===== src/hdl/e2c_pkg.sv =====
// shared types, constants and helpers for the epoch seconds to utc calendar block
// no dependencies; imported by e2c_ctrl, epoch_seconds_to_utc_calendar and tb_top

package e2c_pkg;

    // seconds counter width, valid from 32 to 40
    localparam int SECONDS_WIDTH = 32;
    // the dividend is cut into 16-bit chunks, most significant chunk first
    localparam int CHUNK_W       = 16;
    localparam int CHUNKS        = (SECONDS_WIDTH + CHUNK_W - 1) / CHUNK_W;
    localparam int QUO_W         = CHUNKS * CHUNK_W;
    localparam int CNT_W         = $clog2(CHUNKS);
    // 86400 > 2**16, so the day count fits in 16 fewer bits than the seconds
    localparam int DAYS_W        = SECONDS_WIDTH - 16;

    // remainder prefix plus one chunk, times the reciprocal
    localparam int DIVX_W        = CHUNK_W + 6;
    localparam int RECIP_W       = 26;
    localparam int PROD_W        = DIVX_W + RECIP_W;
    // x / d = (x * ceil(2**28 / d)) >> 28, exact for x < 2**22 and the divisors below
    localparam int RECIP_SHIFT   = 28;

    localparam logic [5:0] DIV_MIN  = 6'd60;
    localparam logic [5:0] DIV_HOUR = 6'd24;
    localparam logic [5:0] DIV_WEEK = 6'd7;

    localparam logic [RECIP_W-1:0] RECIP_MIN  = 26'd4473925;
    localparam logic [RECIP_W-1:0] RECIP_HOUR = 26'd11184811;
    localparam logic [RECIP_W-1:0] RECIP_WEEK = 26'd38347923;

    localparam logic [7:0] EPOCH_YEAR_OFS = 8'd70;   // 1970 - 1900
    localparam logic [6:0] EPOCH_MOD100   = 7'd70;   // 1970 mod 100
    localparam logic [8:0] EPOCH_MOD400   = 9'd370;  // 1970 mod 400
    localparam logic [6:0] LAST_MOD100    = 7'd99;
    localparam logic [8:0] LAST_MOD400    = 9'd399;
    localparam logic [8:0] DAYS_LEAP      = 9'd366;
    localparam logic [8:0] DAYS_COMMON    = 9'd365;
    localparam logic [3:0] MONTH_DEC      = 4'd11;
    localparam logic [3:0] WDAY_EPOCH     = 4'd4;    // epoch was a thursday

    typedef enum logic [2:0] {
        ST_IDLE,
        ST_SEC,
        ST_MIN,
        ST_HOUR,
        ST_WDAY,
        ST_YEAR,
        ST_MON,
        ST_DONE
    } state_t;

    typedef enum logic [1:0] {
        OP_NONE,
        OP_DIV,
        OP_YEAR,
        OP_MON
    } op_t;

    typedef enum logic [2:0] {
        FLD_NONE,
        FLD_SEC,
        FLD_MIN,
        FLD_HOUR,
        FLD_WDAY
    } field_t;

    typedef struct packed {
        logic               load;
        op_t                op;
        logic [5:0]         divisor;
        logic [RECIP_W-1:0] recip;
        logic               div_last;
        field_t             dst;
        logic               done;
    } ctrl_t;

    typedef struct packed {
        logic ge;
        logic mon_last;
    } status_t;

    function automatic logic [4:0] month_len(input logic [3:0] mon, input logic leap);
        logic [4:0] len;
        begin
            case (mon) inside
                4'd1:                   len = leap ? 5'd29 : 5'd28;
                4'd3, 4'd5, 4'd8, 4'd10: len = 5'd30;
                default:                len = 5'd31;
            endcase
            return len;
        end
    endfunction

endpackage


===== src/hdl/e2c_ctrl.sv =====
// sequencer for the epoch seconds to utc calendar block
// steps the reciprocal divider chunk by chunk, then the compare-subtract unit through years and months
// depends on e2c_pkg

module e2c_ctrl (
    input  logic             clk,
    input  logic             rst_n,
    input  logic             start,
    input  e2c_pkg::status_t status,
    output e2c_pkg::ctrl_t   ctrl,
    output logic             busy
);
    import e2c_pkg::*;

    state_t           state_reg;
    state_t           state_next;
    logic [CNT_W-1:0] cnt_reg;
    logic [CNT_W-1:0] cnt_next;
    logic             cnt_last;

    assign cnt_last = (cnt_reg == CNT_W'(CHUNKS - 1));
    assign busy     = (state_reg != ST_IDLE);

    // next state
    always_comb
    begin
        state_next = state_reg;
        cnt_next   = cnt_reg;
        case (state_reg)
            ST_IDLE:
            begin
                cnt_next = '0;
                if (start)
                begin
                    state_next = ST_SEC;
                end
            end
            ST_SEC, ST_MIN, ST_HOUR, ST_WDAY:
            begin
                cnt_next = cnt_reg + CNT_W'(1);
                if (cnt_last)
                begin
                    cnt_next = '0;
                    case (state_reg)
                        ST_SEC:  state_next = ST_MIN;
                        ST_MIN:  state_next = ST_HOUR;
                        ST_HOUR: state_next = ST_WDAY;
                        default: state_next = ST_YEAR;
                    endcase
                end
            end
            ST_YEAR:
            begin
                if (!status.ge)
                begin
                    state_next = ST_MON;
                end
            end
            ST_MON:
            begin
                if (!status.ge || status.mon_last)
                begin
                    state_next = ST_DONE;
                end
            end
            ST_DONE:
            begin
                state_next = ST_IDLE;
            end
            default:
            begin
                state_next = ST_IDLE;
            end
        endcase
    end

    // control outputs
    always_comb
    begin
        ctrl          = '0;
        ctrl.op       = OP_NONE;
        ctrl.dst      = FLD_NONE;
        ctrl.div_last = cnt_last;
        case (state_reg)
            ST_IDLE:
            begin
                ctrl.load = start;
            end
            ST_SEC:
            begin
                ctrl.op      = OP_DIV;
                ctrl.divisor = DIV_MIN;
                ctrl.recip   = RECIP_MIN;
                ctrl.dst     = FLD_SEC;
            end
            ST_MIN:
            begin
                ctrl.op      = OP_DIV;
                ctrl.divisor = DIV_MIN;
                ctrl.recip   = RECIP_MIN;
                ctrl.dst     = FLD_MIN;
            end
            ST_HOUR:
            begin
                ctrl.op      = OP_DIV;
                ctrl.divisor = DIV_HOUR;
                ctrl.recip   = RECIP_HOUR;
                ctrl.dst     = FLD_HOUR;
            end
            ST_WDAY:
            begin
                ctrl.op      = OP_DIV;
                ctrl.divisor = DIV_WEEK;
                ctrl.recip   = RECIP_WEEK;
                ctrl.dst     = FLD_WDAY;
            end
            ST_YEAR:
            begin
                ctrl.op = OP_YEAR;
            end
            ST_MON:
            begin
                ctrl.op = OP_MON;
            end
            ST_DONE:
            begin
                ctrl.done = 1'b1;
            end
            default:
            begin
                ctrl.op = OP_NONE;
            end
        endcase
    end

    always_ff @(posedge clk or negedge rst_n)
    begin
        if (!rst_n)
        begin
            state_reg <= ST_IDLE;
            cnt_reg   <= '0;
        end
        else
        begin
            state_reg <= state_next;
            cnt_reg   <= cnt_next;
        end
    end

endmodule


===== src/hdl/epoch_seconds_to_utc_calendar.sv =====
// top level of the epoch seconds to utc calendar converter
// shared reciprocal divider and compare-subtract unit; depends on e2c_pkg and e2c_ctrl
//
//  channel  | ports                                            | transfer
//  ---------+--------------------------------------------------+---------------------
//  command  | start, busy, epoch_seconds                       | start high, busy low
//  result   | done, second, minute, hour, weekday,             | done high, one cycle
//           | years_since_1900, day_of_year, month_index,      |
//           | day_of_month                                     |
//
// one item runs from the accepting edge through four divisions (60, 60, 24, 7) by reciprocal
// multiply, one CHUNK_W-bit chunk per cycle, then one compare-subtract per whole year and per
// whole month plus the last compare of each loop, then the done state
// busy is high from the accepting edge until the done cycle ends
// reset clears the sequencer only; the receiver cannot stall, done lasts one cycle

module epoch_seconds_to_utc_calendar (
    input  logic        clk,
    input  logic        rst_n,
    input  logic        start,
    output logic        busy,
    input  logic [31:0] epoch_seconds,
    output logic        done,
    output logic [5:0]  second,
    output logic [5:0]  minute,
    output logic [4:0]  hour,
    output logic [2:0]  weekday,
    output logic [7:0]  years_since_1900,
    output logic [8:0]  day_of_year,
    output logic [3:0]  month_index,
    output logic [4:0]  day_of_month
);
    import e2c_pkg::*;

    ctrl_t                    ctrl;
    status_t                  status;

    logic [QUO_W-1:0]         q_reg;
    logic [QUO_W-1:0]         q_next;
    logic [5:0]               rem_reg;
    logic [5:0]               rem_next;
    logic [DAYS_W-1:0]        days_reg;
    logic [7:0]               yoff_reg;
    logic [6:0]               mod100_reg;
    logic [8:0]               mod400_reg;
    logic [3:0]               mon_reg;
    logic [5:0]               sec_reg;
    logic [5:0]               min_reg;
    logic [4:0]               hour_reg;
    logic [2:0]               wday_reg;
    logic [8:0]               yday_reg;

    logic [DIVX_W-1:0]        div_x;
    logic [PROD_W-1:0]        div_prod;
    logic [CHUNK_W-1:0]       div_q;
    logic [11:0]              div_qd;
    logic [DAYS_W-1:0]        op_a;
    logic [DAYS_W-1:0]        op_b;
    logic [DAYS_W:0]          diff;
    logic                     ge;
    logic                     leap;

    e2c_ctrl u_ctrl (
        .clk    (clk),
        .rst_n  (rst_n),
        .start  (start),
        .status (status),
        .ctrl   (ctrl),
        .busy   (busy)
    );

    assign leap = ((yoff_reg[1:0] == 2'd0) && (mod100_reg != 7'd0)) || (mod400_reg == 9'd0);

    // shared reciprocal divider, one chunk per cycle
    assign div_x    = {rem_reg, q_reg[QUO_W-1 -: CHUNK_W]};
    assign div_prod = PROD_W'(div_x) * PROD_W'(ctrl.recip);
    assign div_q    = div_prod[RECIP_SHIFT +: CHUNK_W];
    assign div_qd   = 12'(div_q[5:0]) * 12'(ctrl.divisor);
    assign rem_next = div_x[5:0] - div_qd[5:0];
    assign q_next   = {q_reg[QUO_W-CHUNK_W-1:0], div_q};

    // shared compare-subtract unit
    always_comb
    begin
        case (ctrl.op)
            OP_YEAR:
            begin
                op_a = days_reg;
                op_b = leap ? DAYS_W'(DAYS_LEAP) : DAYS_W'(DAYS_COMMON);
            end
            OP_MON:
            begin
                op_a = days_reg;
                op_b = DAYS_W'(month_len(mon_reg, leap));
            end
            default:
            begin
                op_a = days_reg;
                op_b = '0;
            end
        endcase
        diff = {1'b0, op_a} - {1'b0, op_b};
        ge   = !diff[DAYS_W];
    end

    assign status.ge       = ge;
    assign status.mon_last = (mon_reg == MONTH_DEC);

    always_ff @(posedge clk)
    begin
        if (ctrl.load)
        begin
            q_reg      <= QUO_W'(epoch_seconds);
            rem_reg    <= '0;
            yoff_reg   <= EPOCH_YEAR_OFS;
            mod100_reg <= EPOCH_MOD100;
            mod400_reg <= EPOCH_MOD400;
            mon_reg    <= '0;
        end
        else
        begin
            case (ctrl.op)
                OP_DIV:
                begin
                    if (ctrl.div_last)
                    begin
                        rem_reg <= '0;
                        case (ctrl.dst)
                            FLD_SEC:  sec_reg <= rem_next;
                            FLD_MIN:  min_reg <= rem_next;
                            FLD_HOUR:
                            begin
                                hour_reg <= rem_next[4:0];
                                days_reg <= q_next[DAYS_W-1:0];
                            end
                            FLD_WDAY: wday_reg <= rem_next[2:0];
                            default:  sec_reg  <= sec_reg;
                        endcase
                    end
                    else
                    begin
                        rem_reg <= rem_next;
                    end
                    if (ctrl.div_last && (ctrl.dst == FLD_HOUR))
                    begin
                        q_reg <= q_next + QUO_W'(WDAY_EPOCH);
                    end
                    else
                    begin
                        q_reg <= q_next;
                    end
                end
                OP_YEAR:
                begin
                    if (ge)
                    begin
                        days_reg   <= diff[DAYS_W-1:0];
                        yoff_reg   <= yoff_reg + 8'd1;
                        mod100_reg <= (mod100_reg == LAST_MOD100) ? 7'd0 : mod100_reg + 7'd1;
                        mod400_reg <= (mod400_reg == LAST_MOD400) ? 9'd0 : mod400_reg + 9'd1;
                    end
                    else
                    begin
                        yday_reg <= days_reg[8:0];
                    end
                end
                OP_MON:
                begin
                    if (ge && !status.mon_last)
                    begin
                        days_reg <= diff[DAYS_W-1:0];
                        mon_reg  <= mon_reg + 4'd1;
                    end
                end
                default:
                begin
                    mon_reg <= mon_reg;
                end
            endcase
        end
    end

    assign done             = ctrl.done;
    assign second           = sec_reg;
    assign minute           = min_reg;
    assign hour             = hour_reg;
    assign weekday          = wday_reg;
    assign years_since_1900 = yoff_reg;
    assign day_of_year      = yday_reg;
    assign month_index      = mon_reg;
    assign day_of_month     = days_reg[4:0] + 5'd1;

endmodule


===== config.mk =====
export PLATFORM = sky130hd
export DESIGN_NAME = epoch_seconds_to_utc_calendar
export DESIGN_NICKNAME = d
export VERILOG_FILES = /design/src/hdl/e2c_pkg.sv /design/src/hdl/e2c_ctrl.sv /design/src/hdl/epoch_seconds_to_utc_calendar.sv
export SDC_FILE = /design/constraint.sdc
export NUM_CORES = 1
export LEC_CHECK = 0
export BUFFER_PORTS_ARGS = -buffer_cell sky130_fd_sc_hd__buf_4
export CORE_UTILIZATION = 40
export CTS_CLUSTER_SIZE = 12
export DETAILED_ROUTE_END_ITERATION = 6
export PLACE_DENSITY = 0.59
export SYNTH_ARGS = -nofsm -noshare
export SYNTH_HDL_FRONTEND = slang
export SYNTH_HIERARCHICAL = 1
export SYNTH_SLANG_ARGS = --single-unit

===== constraint.sdc =====
create_clock -name clk -period 29 [get_ports clk]
set_input_delay 2.9 -clock clk [delete_from_list [all_inputs] [get_ports clk]]
set_output_delay 2.9 -clock clk [all_outputs]
set_load 0.005 [all_outputs]

# [After elaboration in Yosys (flattened, before gate mapping)]
# Index checks and enable logic that the tools add are counted.
[word_totals] ram_bits=0 wordCells=113 mem_count=0 rom_bits=0 latchBits=0 ff_bits=115
[classes] n_shift=0 n_lt_le_gt_ge=0 n_eq_ne=30 n_addsub=9 reduce_logical=27 bitwise=2 n_mux=29 mul=2 n_div=0
[ops] op="$mux 32" count=3
[ops] op="$pmux 32 s3" count=1
[ops] op="$mux 16" count=4
[ops] op="$pmux 16 s3" count=1
[ops] op="$mul 22x26->44" count=1
[ops] op="$add 32x3->32 const B" count=1
[ops] op="$reduce_and 4->1" count=5
[ops] op="$pmux 9 s2" count=1
[ops] op="$sub 16x16->17" count=1
[ops] op="$eq 3x3->1 const B" count=5
[ops] op="$pmux 3 s5" count=1
[ops] op="$eq 3x2->1 const B" count=4
[ops] op="$eq 4x4->1 const B" count=3
[ops] op="$mux 3" count=4
[ops] op="$pmux 3 s4" count=1
[ops] op="$ne 2x2->1 const B" count=5
[ops] op="$add 9x1->9 const B" count=1
[ops] op="$eq 9x9->1 const B" count=1
[ops] op="$logic_not 9->1" count=1
[ops] op="$mux 9" count=1
[ops] op="$pmux 3 s3" count=1
[ops] op="$add 8x1->8 const B" count=1
[ops] op="$reduce_or 4->1" count=2
[ops] op="$add 7x1->7 const B" count=1
[ops] op="32 further kinds" count=49

# [Longest topological paths before layout]
[logic_depth] ltp_word=11 ltp_mapped=43 depth_no_buf=39

# [Cells and area by module]
# The synthesis kept the hierarchy.
[modules_own_cells] mod="epoch_seconds_to_utc_calendar" n_inst=1 cells_each=2625 area_each_um2=24095.6
[modules_own_cells] mod="e2c_ctrl" n_inst=1 cells_each=74 area_each_um2=575.6

# [Least setup slack after synthesis]
# OpenSTA, ideal clock, no wires.
[synth_timing] path_kind="register -> register" from="reg u_ctrl.state_reg[1]" to="reg rem_reg[5]" arrival_ns=10.319 setup_ns=0.117 stages_incl_launch_ff=40 period_less_slack_ns=10.436 path_slack_ns=18.564 cell_sequence="dfrtp_1 > ha_1 > nor2b_1 > or2_1 > buf_4 > clkbuf_1 > nand2_1 > fa_1 > inv_1 > fa_1 > fa_1 > fa_1 > fa_1 > inv_1 > fa_1 > fa_1 > inv_1 > ha_1 > [... 4 more ...] > o211ai_1 > a2111oi_0 > and4b_1 > buf_2 > and2_1 > fa_1 > ha_1 > inv_1 > fa_1 > inv_1 > fa_1 > inv_1 > ha_1 > a21oi_1 > xnor2_1 > xnor3_1 > xnor3_1 > a22o_1"
[synth_rtl] element="start, declared" line="e2c_ctrl.sv:15" source="state_t state_reg;"
[synth_rtl] element="start signal, assigned" line="e2c_ctrl.sv:145" source="state_reg <= state_next;"
[synth_rtl] element="end signal, assigned" line="epoch_seconds_to_utc_calendar.sv:142" source="rem_reg <= rem_next;"
[synth_rtl] element="end, declared" line="epoch_seconds_to_utc_calendar.sv:40" source="logic [5:0] rem_reg;"

==> summary.md <==
| Metric | Value |
|---|---|
| IO Count | `83` |
| Final setup viols | `0` |
| Outcome | `complete, but fails checks` |
| Die Width | `250.4 um` |
| YS warnings | `6` |
| Multi-input gate area | `0.01906 mm2` |
| Gr usage total | `0.2104` |
| Post-synthesis async set-or-reset flop share | `0.03478` |
| Primary FF master, synth | `edfxtp_1` |
| Violated checks | `DRC` |
| Max-slew violations | `0` |
| CTS-repair resized insts | `0` |
| DP HPWL | `47740 um` |
| Area delta synth->final | `7.511%` |
| # hold bufs at CTS | `0` |
| Setup Crit Path Kind | `flip-flop to flip-flop` |
| Chip Height | `250.4 um` |
| Worst Path Arrival | `12680 ps` |
| First-pass GRT wire length | `105200 um` |
| CP endpoint kind | `flip-flop` |
| Number of enable flip-flop cells after synthesis | `77` |
| RSZ-0062 raised after global routing | `false` |
| Top-area cell type share of the netlist area | `0.3887` |
| Worst Max-Slew Pin Slew | `1135 ps` |
| Clock period minus worst slack | `12360 ps` |
| Required @ worst endpoint | `29320 ps` |
| Cell mode on critical path | `fa_1` |
| Setup tns final | `0 ps` |
| Max reg flops | `32` |
| Vias per inst | `5.272` |
| Syn Area/Cell | `9.141 um2` |
| CTS HTree Levels | `4` |
| Antenna Nets Post-Route | `0` |
| Post-CTS setup buffers | `0` |
| Placed Instances | `3441` |
| Reg clk slew, reported paths | `60 ps` |
| Slowest CP cell | `buf_4` |
| Avg WL per Cell | `18.10 um` |
| DRT Pass-1 Iters | `7` |
| Fmax | `80.91 MHz` |
| Final WL | `62880 um` |
| Seq cells post-synth | `115` |
| Core Region | `0.06070 mm2` |
| Fin. Hold Viols | `0` |
| Synth area leader | `fa_1` |
| CTS sink count | `115` |
| Final period utilization | `0.4262` |
| Port-buffer cells | `82` |
| CTS tree | `done` |
| Fin util | `0.4370` |
| FILL cells | `5812` |
| Mapped Area | `0.02467 mm2` |
| Top post-synthesis cells by count | `485 x inv_1, 479 x fa_1, 380 x nand2_1, 297 x and2_1, 171 x ha_1` |
| Antenna violations before repair | `0` |
| Nets | `3363` |
| Relative slew slack | `0.2328` |
| Non-filler instance count after layout | `3473` |
| Die area | `0.06268 mm2` |
| Layout cells sized above 1 | `0.07432` |
| Synth area leaders | `fa_1 39%, edfxtp_1 9.4%, ha_1 8.7%` |
| Largest net degree at the start of global routing | `101` |
| # rows | `90` |
| DRC violations left | `2` |
| Max clock buf depth | `2` |
| Max incr delay on CP | `880 ps` |
| Via count | `18310` |
| Synth unique cells | `93` |
| CP max FO | `100` |
| Overflow after GRT | `0` |
| Worst skew pair latency | `430 ps` |
| Post-Syn Instances | `2699` |
| Sequential Area | `0.003093 mm2` |
| Sequential share of the synthesized area | `0.1254` |
| Hold WC Path Type | `flip-flop to flip-flop` |
| Vias in the first global route | `20110` |
| Gpl congestion | `0.8849` |
| Most frequent cell after synthesis | `inv_1` |
| Max Clock Skew | `7.611 ps` |
| CTS Buf Count | `17` |
| Max cap viols | `0` |
| Starting density of the core | `0.4065` |
| Root buffer cell | `clkbuf_16` |
| CP startpoint kind | `flip-flop` |
| Ant. Diodes | `0` |
| First-iteration detailed-routing DRC count | `1021` |
## worst max-delay path: cells and delay by family, from the launching register on
| kind | cells | cell delay [ps] |
|---|---|---|
| flops | 1 | 390 |
| compound gates | 4 | 850 |
| simple gates | 5 | 1710 |
| fa+ha+maj | 14 | 5790 |
| xor+xnor | 4 | 1240 |
| buf+inv | 10 | 2120 |
## cells in the final DEF (no fill, tap or decap), types with 6 or more instances in the layout
cell	Yosys	routed
nor3_1	30	30
nor4_1	13	13
xnor2_1	47	47
clkbuf_16	0	17
a31oi_1	13	12
nand2_1	380	380
o211ai_1	6	6
nor2b_1	7	6
o21ai_0	58	56
buf_4	27	120
nor2_1	83	82
inv_1	485	484
fa_1	479	479
or3_1	10	10
nand4_1	24	24
mux2i_1	10	10
nand2b_1	11	11
a22o_1	7	7
ha_1	171	171
a21oi_1	65	65
and3_1	14	13
nand3b_1	6	6
nand3_1	36	36
bufinv_16	0	6
edfxtp_1	77	77
dfxtp_1	34	34
o21a_1	7	7
or4_1	6	6
xor2_1	26	26
o31ai_1	11	11
and2_1	297	297
a21o_1	11	11
## per-layer routing
layer	GRT usage	wire, um	vias to the layer above
li1	-	-	8286
met1	0.2743	26780	9389
met2	0.3696	31400	544
met3	0.02400	3308	89
met4	0.05521	1385	0
met5	0	0	-
## cells by family (layout without fill, tap and decap cells)
group | after synthesis | after routing | share of synthesized area
AOI/OAI and AO/OA | 242 | 242 | 0.06461
xor gates and xnor gates | 76 | 76 | 0.02840
adders and majority gates | 650 | 650 | 0.4754
buffers and inverters | 650 | 639 | 0.1041
DFF | 115 | 115 | 0.1254
muxes | 12 | 12 | 0.005122
other | 1 | 4 | 0.0001520
and+or+nand+nor | 953 | 953 | 0.1968
## through the flow
stage	setup WS (ps)	hold slack (ps)	cell area, um2
global route	15990	499.2	26520
global placement	16860	466.4	25860
detailed placement	16740	453.8	25860
CTS	16680	480.5	26520
finish	16640	480.0	26520
floorplan	18560	433.4	24680
## layout make-up
cell class | count | area share
multi-input cells | 1937 | 0.7186
flip-flops and latches | 115 | 0.1166
inverters | 487 | 0.06892
well taps | 782 | 0.03689
repair buffers | 120 | 0.03396
clock buffers | 18 | 0.01618
clock inverters | 14 | 0.008868
## worst paths after layout
| check | start | endpoint | slack [ps] | cells after the start |
|---|---|---|---|---|
| worst min register to register | days_reg[6] | day_of_year[6] | 480 | 0 |
| worst max register to register | u_ctrl/state_reg[1] | rem_reg[5] | 16640 | 37 |
| max in group asynchronous | rst_n | u_ctrl/state_reg[2] | 26640 | 1 |
| worst max-delay path | u_ctrl/state_reg[1] | rem_reg[5] | 16640 | 37 |
| worst min-delay path | days_reg[6] | day_of_year[6] | 480 | 0 |
| min in group asynchronous | rst_n | u_ctrl/state_reg[1] | 2260 | 1 |
Power is left out: the tool's default activity adds up to more than one toggle a clock period on the data nets, which glitch-free logic cannot reach.
